### src/fld_pkg.sv
// ----------------------------------------------------------------------------
// fld_pkg
// Shared types, codes and helpers of the field line deinterlacer.
// ----------------------------------------------------------------------------
package fld_pkg;

	// default line store depth
	localparam int DEF_MAX_WIDTH = 4096;
	// largest frame dimension the counters can hold
	localparam int DIM_CAP       = 4096;
	// quotient bits produced by a divider lane
	localparam int QUOT_BITS     = 8;
	localparam int STEP_CNT_W    = $clog2(QUOT_BITS + 1);

	// register reset values
	localparam logic [12:0] RST_WIDTH  = 13'd640;
	localparam logic [12:0] RST_HEIGHT = 13'd480;

	// pixel formats
	typedef enum logic [1:0] {
		FMT_GRAY  = 2'd0,
		FMT_GRAYA = 2'd1,
		FMT_RGB   = 2'd2,
		FMT_RGBA  = 2'd3
	} pix_fmt_t;

	// register map, word index
	typedef enum logic [1:0] {
		REG_PARITY = 2'd0,
		REG_WIDTH  = 2'd1,
		REG_HEIGHT = 2'd2,
		REG_FORMAT = 2'd3
	} reg_idx_t;

	// sequencer states
	typedef enum logic [2:0] {
		ST_IDLE,
		ST_LOOK,
		ST_DIV,
		ST_PUT1,
		ST_PUT2
	} seq_state_t;

	// request to the rebuild unit
	typedef struct packed {
		logic        start;
		logic [31:0] up;
		logic [31:0] lo;
		logic [31:0] orig;
		pix_fmt_t    fmt;
	} rb_req_t;

	// status of the rebuild unit
	typedef struct packed {
		logic busy;
	} rb_stat_t;

	// clear the channels that a format does not use
	function automatic logic [31:0] mask_px(input logic [31:0] px, input pix_fmt_t fmt);
		logic [31:0] res;
		res = px;
		for (int k = 0; k < 4; k++) begin
			if (k > int'(fmt))
				res[8*k +: 8] = 8'd0;
		end
		return res;
	endfunction

endpackage

### src/fld_lane.sv
// ----------------------------------------------------------------------------
// fld_lane
// One colour lane: alpha-weighted sum, then a restoring divide by the alpha
// sum, one quotient bit per step.
// ----------------------------------------------------------------------------
module fld_lane (
	input  logic       clk,
	input  logic       load,
	input  logic       step,
	input  logic [7:0] up_b,
	input  logic [7:0] lo_b,
	input  logic [7:0] ua,
	input  logic [7:0] la,
	output logic [7:0] quot
);
	import fld_pkg::*;

	logic [16:0] num;
	logic [8:0]  rem_q;
	logic [8:0]  div_q;
	logic [7:0]  bits_q;
	logic [9:0]  trial;
	logic        qbit;

	// weighted sum of the two neighbours
	assign num = 17'(up_b * ua) + 17'(lo_b * la);

	// trial subtract of the next dividend bit
	assign trial = {rem_q, bits_q[QUOT_BITS-1]};
	assign qbit  = (trial >= {1'b0, div_q});

	// divider registers
	always_ff @(posedge clk) begin
		if (load) begin
			rem_q  <= num[16:8];
			bits_q <= num[7:0];
			div_q  <= 9'(ua) + 9'(la);
		end else if (step) begin
			rem_q  <= qbit ? 9'(trial - {1'b0, div_q}) : trial[8:0];
			bits_q <= {bits_q[QUOT_BITS-2:0], qbit};
		end
	end

	assign quot = bits_q;

endmodule

### src/fld_rebuild.sv
// ----------------------------------------------------------------------------
// fld_rebuild
// Rebuilds a missing pixel: three divider lanes for the colours and a merge
// stage that picks mean, weighted mean or original per channel.
// ----------------------------------------------------------------------------
module fld_rebuild (
	input  logic               clk,
	input  logic               arst_n,
	input  fld_pkg::rb_req_t   req,
	output fld_pkg::rb_stat_t  stat,
	output logic [31:0]        res
);
	import fld_pkg::*;

	logic [31:0]           up_q;
	logic [31:0]           lo_q;
	logic [31:0]           orig_q;
	pix_fmt_t              fmt_q;
	logic                  busy_q;
	logic [STEP_CNT_W-1:0] cnt_q;
	logic [7:0]            req_ua;
	logic [7:0]            req_la;
	logic [7:0]            quot [4];
	logic [7:0]            ua;
	logic [7:0]            la;
	logic [8:0]            asum;
	logic [7:0]            amean;

	// alpha of each neighbour at request time
	assign req_ua = req.up[{req.fmt, 3'b000} +: 8];
	assign req_la = req.lo[{req.fmt, 3'b000} +: 8];

	// operand capture
	always_ff @(posedge clk) begin
		if (req.start) begin
			up_q   <= req.up;
			lo_q   <= req.lo;
			orig_q <= req.orig;
			fmt_q  <= req.fmt;
		end
	end

	// step counter
	always_ff @(posedge clk or negedge arst_n) begin
		if (!arst_n) begin
			busy_q <= 1'b0;
			cnt_q  <= '0;
		end else if (req.start) begin
			busy_q <= 1'b1;
			cnt_q  <= STEP_CNT_W'(QUOT_BITS);
		end else if (busy_q) begin
			cnt_q <= cnt_q - 1'b1;
			if (cnt_q == STEP_CNT_W'(1))
				busy_q <= 1'b0;
		end
	end

	// colour lanes
	for (genvar k = 0; k < 3; k++) begin : g_lane
		fld_lane u_lane (
			.clk  (clk),
			.load (req.start),
			.step (busy_q),
			.up_b (req.up[8*k +: 8]),
			.lo_b (req.lo[8*k +: 8]),
			.ua   (req_ua),
			.la   (req_la),
			.quot (quot[k])
		);
	end
	assign quot[3] = 8'd0;

	// merge of lane results
	assign ua    = up_q[{fmt_q, 3'b000} +: 8];
	assign la    = lo_q[{fmt_q, 3'b000} +: 8];
	assign asum  = 9'(ua) + 9'(la);
	assign amean = asum[8:1];

	always_comb begin
		logic [8:0] msum;
		res = '0;
		for (int k = 0; k < 4; k++) begin
			msum = 9'(up_q[8*k +: 8]) + 9'(lo_q[8*k +: 8]);
			if (fmt_q == FMT_GRAYA || fmt_q == FMT_RGBA) begin
				if (k == int'(fmt_q))
					res[8*k +: 8] = amean;
				else if (k < int'(fmt_q))
					res[8*k +: 8] = (amean != 8'd0) ? quot[k] : orig_q[8*k +: 8];
			end else begin
				res[8*k +: 8] = msum[8:1];
			end
		end
	end

	assign stat.busy = busy_q;

endmodule

### config.mk
export PLATFORM = sky130hd
export DESIGN_NAME = fld_rebuild
export DESIGN_NICKNAME = d
export VERILOG_FILES = /design/src/fld_pkg.sv /design/src/fld_lane.sv /design/src/fld_rebuild.sv
export SDC_FILE = /design/constraint.sdc
export NUM_CORES = 1
export LEC_CHECK = 0
export BUFFER_PORTS_ARGS = -buffer_cell sky130_fd_sc_hd__buf_2
export CORE_MARGIN = 8
export CORE_UTILIZATION = 33
export DETAILED_ROUTE_END_ITERATION = 10
export SKIP_LAST_GASP = 1
export SLEW_MARGIN = 10
export SYNTH_ARGS = -nofsm -noshare
export SYNTH_HDL_FRONTEND = slang
export SYNTH_SLANG_ARGS = --single-unit
### constraint.sdc
create_clock -name clk -period 15.2 [get_ports clk]
set_clock_uncertainty 0.1 [all_clocks]
set_input_delay 3.04 -clock clk [delete_from_list [all_inputs] [get_ports clk]]
set_output_delay 3.04 -clock clk [all_outputs]
set_load 0.005 [all_outputs]
==> results of run 1 <==
-- final cells by class --
| type | count | area share |
|---|---|---|
| clock buffer | 17 | 0.0170 |
| sequential | 155 | 0.185 |
| antenna | 3 | 0.000300 |
| timing repair buffer | 130 | 0.0267 |
| clock inverter | 14 | 0.00579 |
| multi-input combinational | 1626 | 0.652 |
| tap | 931 | 0.0465 |
| inverter | 448 | 0.0671 |
-- worst max-delay path: cells and delay by family --
family,cells,cell delay (ns)
compound gates,4,1.38
xor+xnor,1,0.32
fa+ha+maj,7,3.02
buf+inv,5,0.65
mux,2,1.06
simple gates,2,0.54
-- state kept, by name, indices dropped and copies added (netlist names) --
name / count
g_lane.u_lane.quot: 24
up_q: 32
g_lane.u_lane.rem_q: 27
cnt_q: 4
lo_q: 32
orig_q: 24
g_lane.u_lane.div_q: 9
stat: 1
fmt_q: 2
-- cell families (layout without fill, tap and decap cells) --
family,count (synthesis),count (layout),share of synthesized area
buffers and inverters,514,609,0.0845
XOR/XNOR,87,87,0.0333
AO/OA/AOI/OAI,266,266,0.0738
adder cells (fa/ha/maj),567,567,0.408
multiplexers,89,89,0.0575
flip-flops,155,155,0.202
AND/OR/NAND/NOR,617,617,0.140
other,0,3,0
-- through the flow --
stage                      util  cell area (sq um)  setup WS, ns  hold slack [ns]  cells
after global routing      0.365              25000          4.92            0.522   3322
after CTS                 0.365              25000          5.23            0.475   3321
final                     0.365              25100          5.24            0.470   3324
after floorplan               -              22900          5.34            0.393   2295
after detailed placement  0.357              24500          4.82            0.452   3290
after global placement    0.357              24500          4.84            0.408   3290
-- layer usage --
| layer | wire (um) | part of all wire | up-vias |
|---|---|---|---|
| met2 | 29700 | 0.44 | 622 |
| li1 | - | - | 7617 |
| met1 | 29900 | 0.45 | 8461 |
| met4 | 2180 | 0.033 | 6 |
| met3 | 5090 | 0.076 | 105 |
| met5 | 41 | 0.00061 | - |
-- Yosys cell counts, types with 4 or more instances --
master	n
inv_1	448
fa_1	300
ha_1	267
and2_1	261
nand2_1	184
edfxtp_1	150
a21oi_1	76
nor2_1	66
o21ai_0	63
xnor2_1	56
clkbuf_1	55
mux2i_1	31
mux4_2	31
xor2_1	31
mux2_2	26
a21o_1	25
nor3_1	21
nor2b_1	20
nand3_1	13
nand4_1	13
a31oi_1	12
or3_1	11
nand2b_1	10
o21bai_1	10
a211oi_1	9
buf_1	9
and3_1	8
o221ai_1	8
a21boi_0	7
o22ai_1	7
a211o_1	6
o21a_1	6
o31ai_1	6
dfrtp_1	5
o211ai_1	4
o41ai_1	4
or2_2	4
-- worst max path at each step --
stage,start,endpoint
finish,req[0],g_lane[2].u_lane.rem_q[8]$_DFFE_PP_
global route,req[0],g_lane[1].u_lane.rem_q[8]$_DFFE_PP_
CTS,req[0],g_lane[2].u_lane.rem_q[8]$_DFFE_PP_
detailed placement,req[0],g_lane[2].u_lane.rem_q[8]$_DFFE_PP_
global placement,req[0],g_lane[2].u_lane.rem_q[8]$_DFFE_PP_
floorplan,req[0],g_lane[0].u_lane.rem_q[8]$_DFFE_PP_
==> results.md, run 1 <==
- Outcome: completed
- R2r startpoint: g_lane[1].u_lane.quot[7]$_DFFE_PP_
- Num rows: 96
- DRT antenna net count: 0
- Core ar.: 0.0686 sq mm
- WS Path Type: in -> reg
- Grt met3 use: 0.0361
- Drt drc: 0
- Synth top area share: 0.262
- Slowest cell delay on critical path: 0.93 ns
- Final period utilization: 0.655
- Drt wl/cell: 20.1 um
- Cells after synthesis: 2295
- Post-CTS Setup Bufs: 0
- Clock tree buffer depth: 2
- Fmax: 100 MHz
- Share of cells above drive strength 1: 0.0958
- Post-CTS sizing: 0
- Async SR Flop Fraction: 0.0323
- Register area: 0.00463 sq mm
- Detailed Place HPWL: 52400 um
- Filler cell count: 6877
- Met1 usage: 0.237
- Busiest grt layer: met2
- Global-route wire length before repair: 103000 um
- Multi-input logic area: 0.0163 sq mm
- Tmin final: 9.96 ns
- Startpoint types: input port
- Initial Util: 0.334
- Vias/cell: 5.06
- Synth Net Count: 2963
- Setup TNS: 0 ns
- Worst Path Arrival: 10.03 ns
- Commonest cells after routing, fill and taps aside: inv_1 (448), fa_1 (300), ha_1 (267), and2_1 (261), nand2_1 (184)
- Synth area leaders: fa_1 (26%), edfxtp_1 (20%), ha_1 (15%)
- Slew Limit Fails: 0
- CP endpoint kind: flop
- Hold Path Class: reg -> reg
- Nets: 3046
- R2r worst-path depth: 11
- Setup violators final: 0
- Commonest non-fill, non-tap cell in the layout: inv_1
- Clock Tree Root: clkbuf_16
- Internal reg-to-reg setup slack: 11.79 ns
- WP data required: 15.27 ns
- Vias in the first global route: 17693
- Pre-antenna DRT Iters: 5
- # clock sinks: 155
- Clock H-tree levels: 4
- Post-synth cell types: 60
- Area Growth Syn to Fin: 9.43%
- Total grt overflow: 0
- Cell area after synthesis: 0.0229 sq mm
- Initial detailed-routing violation count: 1187
- Hold Buf Count CTS: 0
- Crit path max fanout: 26
- Slowest CP cell: mux4_2
- EDFF count, synth: 150
- Critical hold path startpoint: cnt_q[3]$_DFFE_PN0P_
- RSZ-0062 raised after global routing: no
- Die Width: 279 um
- Worst hold stages: 2
- Chip Height: 279 um
- GRT met2 Usage: 0.267
- # IOs: 134
- Inserted Clock Buffers: 17
- Initial antenna violation count: 11
- Vias: 16811
- Register area share after synthesis: 0.202
- Syn avg cell area: 9.98 sq um
- Reg-to-reg endpoint: g_lane[1].u_lane.rem_q[3]$_DFFE_PP_
- Die area: 0.0781 sq mm
- Final Hold Viols: 0
- Worst slew margin: 0.426
- GPL Wtd Cong: 0.872
- Hold Path End: cnt_q[3]$_DFFE_PN0P_
- Clk_lat worst skew: 0.45 ns
- Yosys top cell by area: fa_1
- CTS clock-pin slew for the worst setup and hold paths: 0.07 ns
- Max-Cap Viols: 0
- WL final: 66900 um
- Synth Register Bits: 155
- Cells along the critical path: buf_2 > mux4_2 > and2_1 > fa_1 > ha_1 > inv_1 > fa_1 > inv_1 > fa_1 > inv_1 > fa_1 > inv_1 > fa_1 > ha_1 > a21o_1 > a2111oi_0 > o31ai_1 > nor2_1 > o21ai_0 > xnor2_1 > mux2i_1
- Most used cell, CP: fa_1
- CTS tree: yes
- Worst Tran Pin Value: 0.857 ns
- Buffers on Ports: 125
- Largest net degree at the start of global routing: 69
- Tot GR Track Use: 0.172
- Top_reg_cell synth: edfxtp_1
- Yosys warning count: 0
Power of run 1 is not shown: default switching activity piles up to over one toggle a cycle in this logic, so the estimate is an artifact.
==> inputs of run 2 (changes only) <==
==> constraint.sdc (replaced) <==
create_clock -name clk -period 9.6 [get_ports clk]
set_clock_uncertainty 0.1 [all_clocks]
set_input_delay 1.92 -clock clk [delete_from_list [all_inputs] [get_ports clk]]
set_output_delay 1.92 -clock clk [all_outputs]
set_load 0.005 [all_outputs]
==> run 2 against run 1 <==
  * Die area did not move
  * First-iteration DRC count rose by 7.3%
  * Sequential share of layout area fell by 0.26 points
==> results.md, run 2 (synthesis gave the netlist of run 1 again) <==
- WL final: 68600 um
- DRT antenna net count: 0
- Slew Limit Fails: 0
- Vias in the first global route: 17665
- Die Width: 279 um
- RSZ-0062 raised after global routing: no
- Post-CTS sizing: 0
- Inserted Clock Buffers: 17
- Clk_lat worst skew: 0.45 ns
- Slowest cell delay on critical path: 0.79 ns
- Max-Cap Viols: 0
- Cells along the critical path: buf_2 > buf_4 > mux4_2 > and2_1 > fa_1 > inv_1 > fa_1 > inv_1 > fa_1 > fa_1 > fa_1 > inv_1 > fa_1 > inv_1 > ha_1 > a2111oi_0 > buf_4 > o31ai_1 > nor2_1 > o21ai_0 > xnor2_1 > mux2i_1
- Buffers on Ports: 125
- Detailed Place HPWL: 56100 um
- Worst slew margin: 0.249
- Setup TNS: 0 ns
- Tmin final: 8.78 ns
- Initial Util: 0.334
- CP endpoint kind: flop
- WP data required: 9.68 ns
- Crit path max fanout: 18
- Worst Path Arrival: 8.86 ns
- Slowest CP cell: mux4_2
- Fmax: 114 MHz
- Commonest non-fill, non-tap cell in the layout: inv_1
- Final Hold Viols: 0
- Initial detailed-routing violation count: 1274
- Hold Path Class: reg -> reg
- Commonest cells after routing, fill and taps aside: inv_1 (448), fa_1 (300), ha_1 (267), and2_1 (261), nand2_1 (184)
- WS Path Type: in -> reg
- Area Growth Syn to Fin: 11.0%
- Tot GR Track Use: 0.176
- Worst setup margin: 0.824 ns
- Vias: 16976
- Area after DPL: 0.0248 sq mm
- Drt wl/cell: 20.3 um
- Worst Tran Pin Value: 1.13 ns
- Design area: 0.0254 sq mm
- GPL Wtd Cong: 0.910
- Pre-CTS setup slack: 0.341 ns
- CTS tree: yes
- CTS clock-pin slew for the worst setup and hold paths: 0.07 ns
- Clock Tree Root: clkbuf_16
- Drt drc: 0
- Final period utilization: 0.914
- Setup violators final: 0
- Grt met3 use: 0.0339
- Met1 usage: 0.247
- Pre-antenna DRT Iters: 5
- Buf/Inv on CP: 7
- Share of cells above drive strength 1: 0.114
- Nets: 3093
- Clock H-tree levels: 4
- Global-route wire length before repair: 105000 um
- Outcome: completed
- Hold Buf Count CTS: 0
- Vias/cell: 5.04
- Largest net degree at the start of global routing: 85
- GRT met2 Usage: 0.279
- Die area: 0.0781 sq mm
- Largest registers: lo_q: 32 flops, up_q: 32 flops, g_lane.u_lane.rem_q: 27 flops
- Busiest grt layer: met2
- # clock sinks: 155
- Num rows: 96
- Most used cell, CP: fa_1
- Total grt overflow: 0
- CP delay by family, top: adder cells
- Core ar.: 0.0686 sq mm
- # IOs: 134
- Filler cell count: 6846
- Post-CTS Setup Bufs: 0
- Initial antenna violation count: 7
- Clock tree buffer depth: 2
- Final core occ: 0.370
- Chip Height: 279 um
- Startpoint types: input port
run 2: changes by cell type in the layout (fill, tap and decap cells not counted):
cell        change
clkinv_8        +1
clkinv_2        +1
clkinvlp_4      +1
clkinv_4        +2
buf_4          +47
inv_8           -2
diode_2         -1
inv_6           -2
run 2: metrics by stage:
stage | hold slack, ns | instances
2_1_floorplan | 0.393 | 2295
3_3_place_gp | 0.410 | 3337
3_5_place_dp | 0.425 | 3337
4_1_cts | 0.446 | 3369
5_1_grt | 0.492 | 3369
6_report | 0.441 | 3371
run 2: cell type report:
cell class              instances  area (sq um)  area share
multi-input cells            1626         16300       0.643
flip-flops and latches        155          4630       0.182
inverters                     448          1680      0.0662
well taps                     931          1160      0.0458
repair buffers                177          1020      0.0402
clock buffers                  17           425      0.0167
clock inverters                15           151     0.00596
diodes                          2          5.00    0.000197
run 2: final timing paths:
kind / from / depth (start not counted) / slack, ns / endpoint
max: req[0] / 22 / 0.82 / g_lane[2].u_lane.rem_q[8]$_DFFE_PP_
min: cnt_q[3]$_DFFE_PN0P_ / 2 / 0.44 / cnt_q[3]$_DFFE_PN0P_
max reg2reg: g_lane[1].u_lane.quot[7]$_DFFE_PP_ / 11 / 6.05 / g_lane[1].u_lane.rem_q[3]$_DFFE_PP_
min reg2reg: cnt_q[3]$_DFFE_PN0P_ / 2 / 0.44 / cnt_q[3]$_DFFE_PN0P_
max in group asynchronous: arst_n / 1 / 8.10 / cnt_q[2]$_DFFE_PN0P_
min in group asynchronous: arst_n / 1 / 1.17 / stat$_DFF_PN0_
run 2: per-layer routing:
layer / vias up / share of wire / routed length [um]
met4: 2 / 0.019 / 1290
met3: 57 / 0.080 / 5510
met5: - / 0.00019 / 13
met2: 601 / 0.46 / 31300
met1: 8603 / 0.44 / 30500
li1: 7713 / - / -
run 2: worst reg2reg max path, delay by kind of cell (launching register included):
| kind | cells | cell delay, ns |
|---|---|---|
| AOI/OAI and AO/OA | 4 | 1.01 |
| and+or+nand+nor | 3 | 0.81 |
| DFF | 1 | 0.50 |
| muxes | 1 | 0.29 |
| adders and majority gates | 2 | 0.49 |
| buffers and inverters | 1 | 0.10 |
Power of run 2 is left out for the same reason.
==> inputs of run 3 (changes only) <==
--- a/config.mk
+++ b/config.mk
@@ -7,8 +7,10 @@
 export LEC_CHECK = 0
 export BUFFER_PORTS_ARGS = -buffer_cell sky130_fd_sc_hd__buf_2
 export CORE_MARGIN = 8
-export CORE_UTILIZATION = 33
+export CORE_UTILIZATION = 61
 export DETAILED_ROUTE_END_ITERATION = 10
+export GPL_TIMING_DRIVEN = 0
+export PLACE_DENSITY = 0.8
 export SKIP_LAST_GASP = 1
 export SLEW_MARGIN = 10
 export SYNTH_ARGS = -nofsm -noshare
==> run 3 against run 2 <==
  * Fmax decreased by 6.3%
  * Critical path type unchanged
  * Flip-flop and latch count stayed put
  * Highest routed layer unchanged
  * Design area fell by 2.6%
  * Setup slack got worse by 0.59 ns
  * Global-route usage is 15 points higher
==> results.md, run 3 (synthesis gave the netlist of run 1 again) <==
- Crit path max fanout: 10
- Clock H-tree levels: 4
- Initial detailed-routing violation count: 1710
- RSZ-0062 raised after global routing: no
- Detailed Place HPWL: 56000 um
- Fmax: 107 MHz
- Final Hold Viols: 0
- Post-CTS Setup Bufs: 0
- Nets: 3107
- Outcome: completed
- Drt wl/cell: 24.0 um
- CTS clock-pin slew for the worst setup and hold paths: 0.07 ns
- Global-route wire length before repair: 108000 um
- Non-filler instance count after layout: 2928
- Drt drc: 0
- Final period utilization: 0.976
- Largest net degree at the start of global routing: 71
- Clock tree buffer depth: 2
- # IOs: 134
- DRT antenna net count: 0
- Worst Path Arrival: 9.42 ns
- Buffers on Ports: 125
- Inserted Clock Buffers: 17
- Hold Path Class: reg -> reg
- CTS tree: yes
- Core ar.: 0.0373 sq mm
- Vias in the first global route: 18721
- Largest registers: lo_q: 32 flops, up_q: 32 flops, g_lane.u_lane.rem_q: 27 flops
- WS Path Type: in -> reg
- # clock sinks: 155
- Chip Height: 210 um
- Hold Worst Slack: 0.458 ns
- Initial Util: 0.614
- Clk_lat worst skew: 0.45 ns
- Tmin final: 9.37 ns
- Setup violators final: 0
- Share of cells above drive strength 1: 0.0946
- Die area: 0.0440 sq mm
- Total grt overflow: 0
- Placed Cells: 2895
- Initial antenna violation count: 3
- Max-Cap Viols: 0
- Vias/cell: 6.11
- Cells along the critical path: buf_2 > clkbuf_1 > clkbuf_2 > mux4_2 > clkbuf_1 > and2_1 > fa_1 > inv_1 > fa_1 > inv_1 > fa_1 > fa_1 > fa_1 > inv_1 > fa_1 > inv_1 > ha_1 > nand2_1 > o211ai_1 > a311oi_1 > o21bai_1 > a21oi_1 > xnor2_1 > mux2i_1
- Commonest cells after routing, fill and taps aside: inv_1 (448), fa_1 (300), ha_1 (267), and2_1 (261), nand2_1 (184)
- Worst Tran Pin Value: 0.889 ns
- Slowest CP cell: xnor2_1
- Slowest cell delay on critical path: 0.66 ns
- Pre-antenna DRT Iters: 6
- Area Growth Syn to Fin: 8.07%
- CP endpoint kind: flop
- Worst slew margin: 0.408
- Tot GR Track Use: 0.325
- GPL Wtd Cong: 1.00
- Num rows: 71
- Vias: 17876
- Startpoint types: input port
- Commonest non-fill, non-tap cell in the layout: inv_1
- Most used cell, CP: fa_1
- Clock Tree Root: clkbuf_16
- Die Width: 210 um
- WP data required: 9.65 ns
- CP delay by family, top: adder cells
- WL final: 70400 um
- Buf/Inv on CP: 8
- Slew Limit Fails: 0
run 3: final cells by class:
class	count	area, sq um
Buffer	65	256
Multi-Input combinational cell	1626	16300
Clock buffer	17	425
Fill cell	2897	12600
Tap cell	474	593
Antenna cell	2	5.00
Inverter	448	1680
Clock inverter	15	160
Sequential cell	155	4630
Timing Repair Buffer	126	656
run 3: worst paths after layout:
check	from	endpoint	slack, ns	depth (start not counted)
hold reg to reg	cnt_q[3]$_DFFE_PN0P_	cnt_q[3]$_DFFE_PN0P_	0.46	2
setup / recovery	req[1]	g_lane[0].u_lane.rem_q[8]$_DFFE_PP_	0.23	24
max in group asynchronous	arst_n	cnt_q[0]$_DFFE_PN0P_	8.09	1
hold / removal	cnt_q[3]$_DFFE_PN0P_	cnt_q[3]$_DFFE_PN0P_	0.46	2
setup reg to reg	g_lane[1].u_lane.quot[7]$_DFFE_PP_	g_lane[1].u_lane.rem_q[4]$_DFFE_PP_	6.27	11
min in group asynchronous	arst_n	cnt_q[1]$_DFFE_PN0P_	1.18	1
run 3: tightest hold or removal path: stages, from the launching register on:
cell and delay (ns):
dfrtp_1 0.37, xnor2_1 0.08, nand2b_1 0.07
run 3: what timing repair did:
action / in CTS / in global routing
gates resized for setup: 2 / 12
cloned: 0 / 0
endpoints found under the setup margin: 10 / 7
hold buffers: 0 / 0
pin swaps: 0 / 0
run 3: routing by layer:
| layer | share of wire | wire, um | GRT usage | vias to the layer above |
|---|---|---|---|---|
| li1 | - | - | - | 7737 |
| met1 | 0.37 | 26200 | 0.405 | 8843 |
| met2 | 0.46 | 32200 | 0.514 | 1064 |
| met3 | 0.10 | 7160 | 0.0720 | 230 |
| met4 | 0.069 | 4840 | 0.201 | 2 |
| met5 | 0.00016 | 11 | 0 | - |
run 3: per-stage QoR:
| stage | setup WS [ns] | utilization | area, sq um | TNS [ns] |
|---|---|---|---|---|
| 2_1_floorplan | 0.858 | - | 22900 | 0 |
| 3_3_place_gp | -0.655 | 0.646 | 24100 | -6.95 |
| 4_1_cts | 0.00494 | 0.663 | 24700 | 0 |
| 6_report | 0.229 | 0.663 | 24700 | 0 |
| 3_5_place_dp | -0.792 | 0.647 | 24100 | -9.05 |
| 5_1_grt | 0.0136 | 0.663 | 24700 | 0 |
Power of run 3 is left out for the same reason.
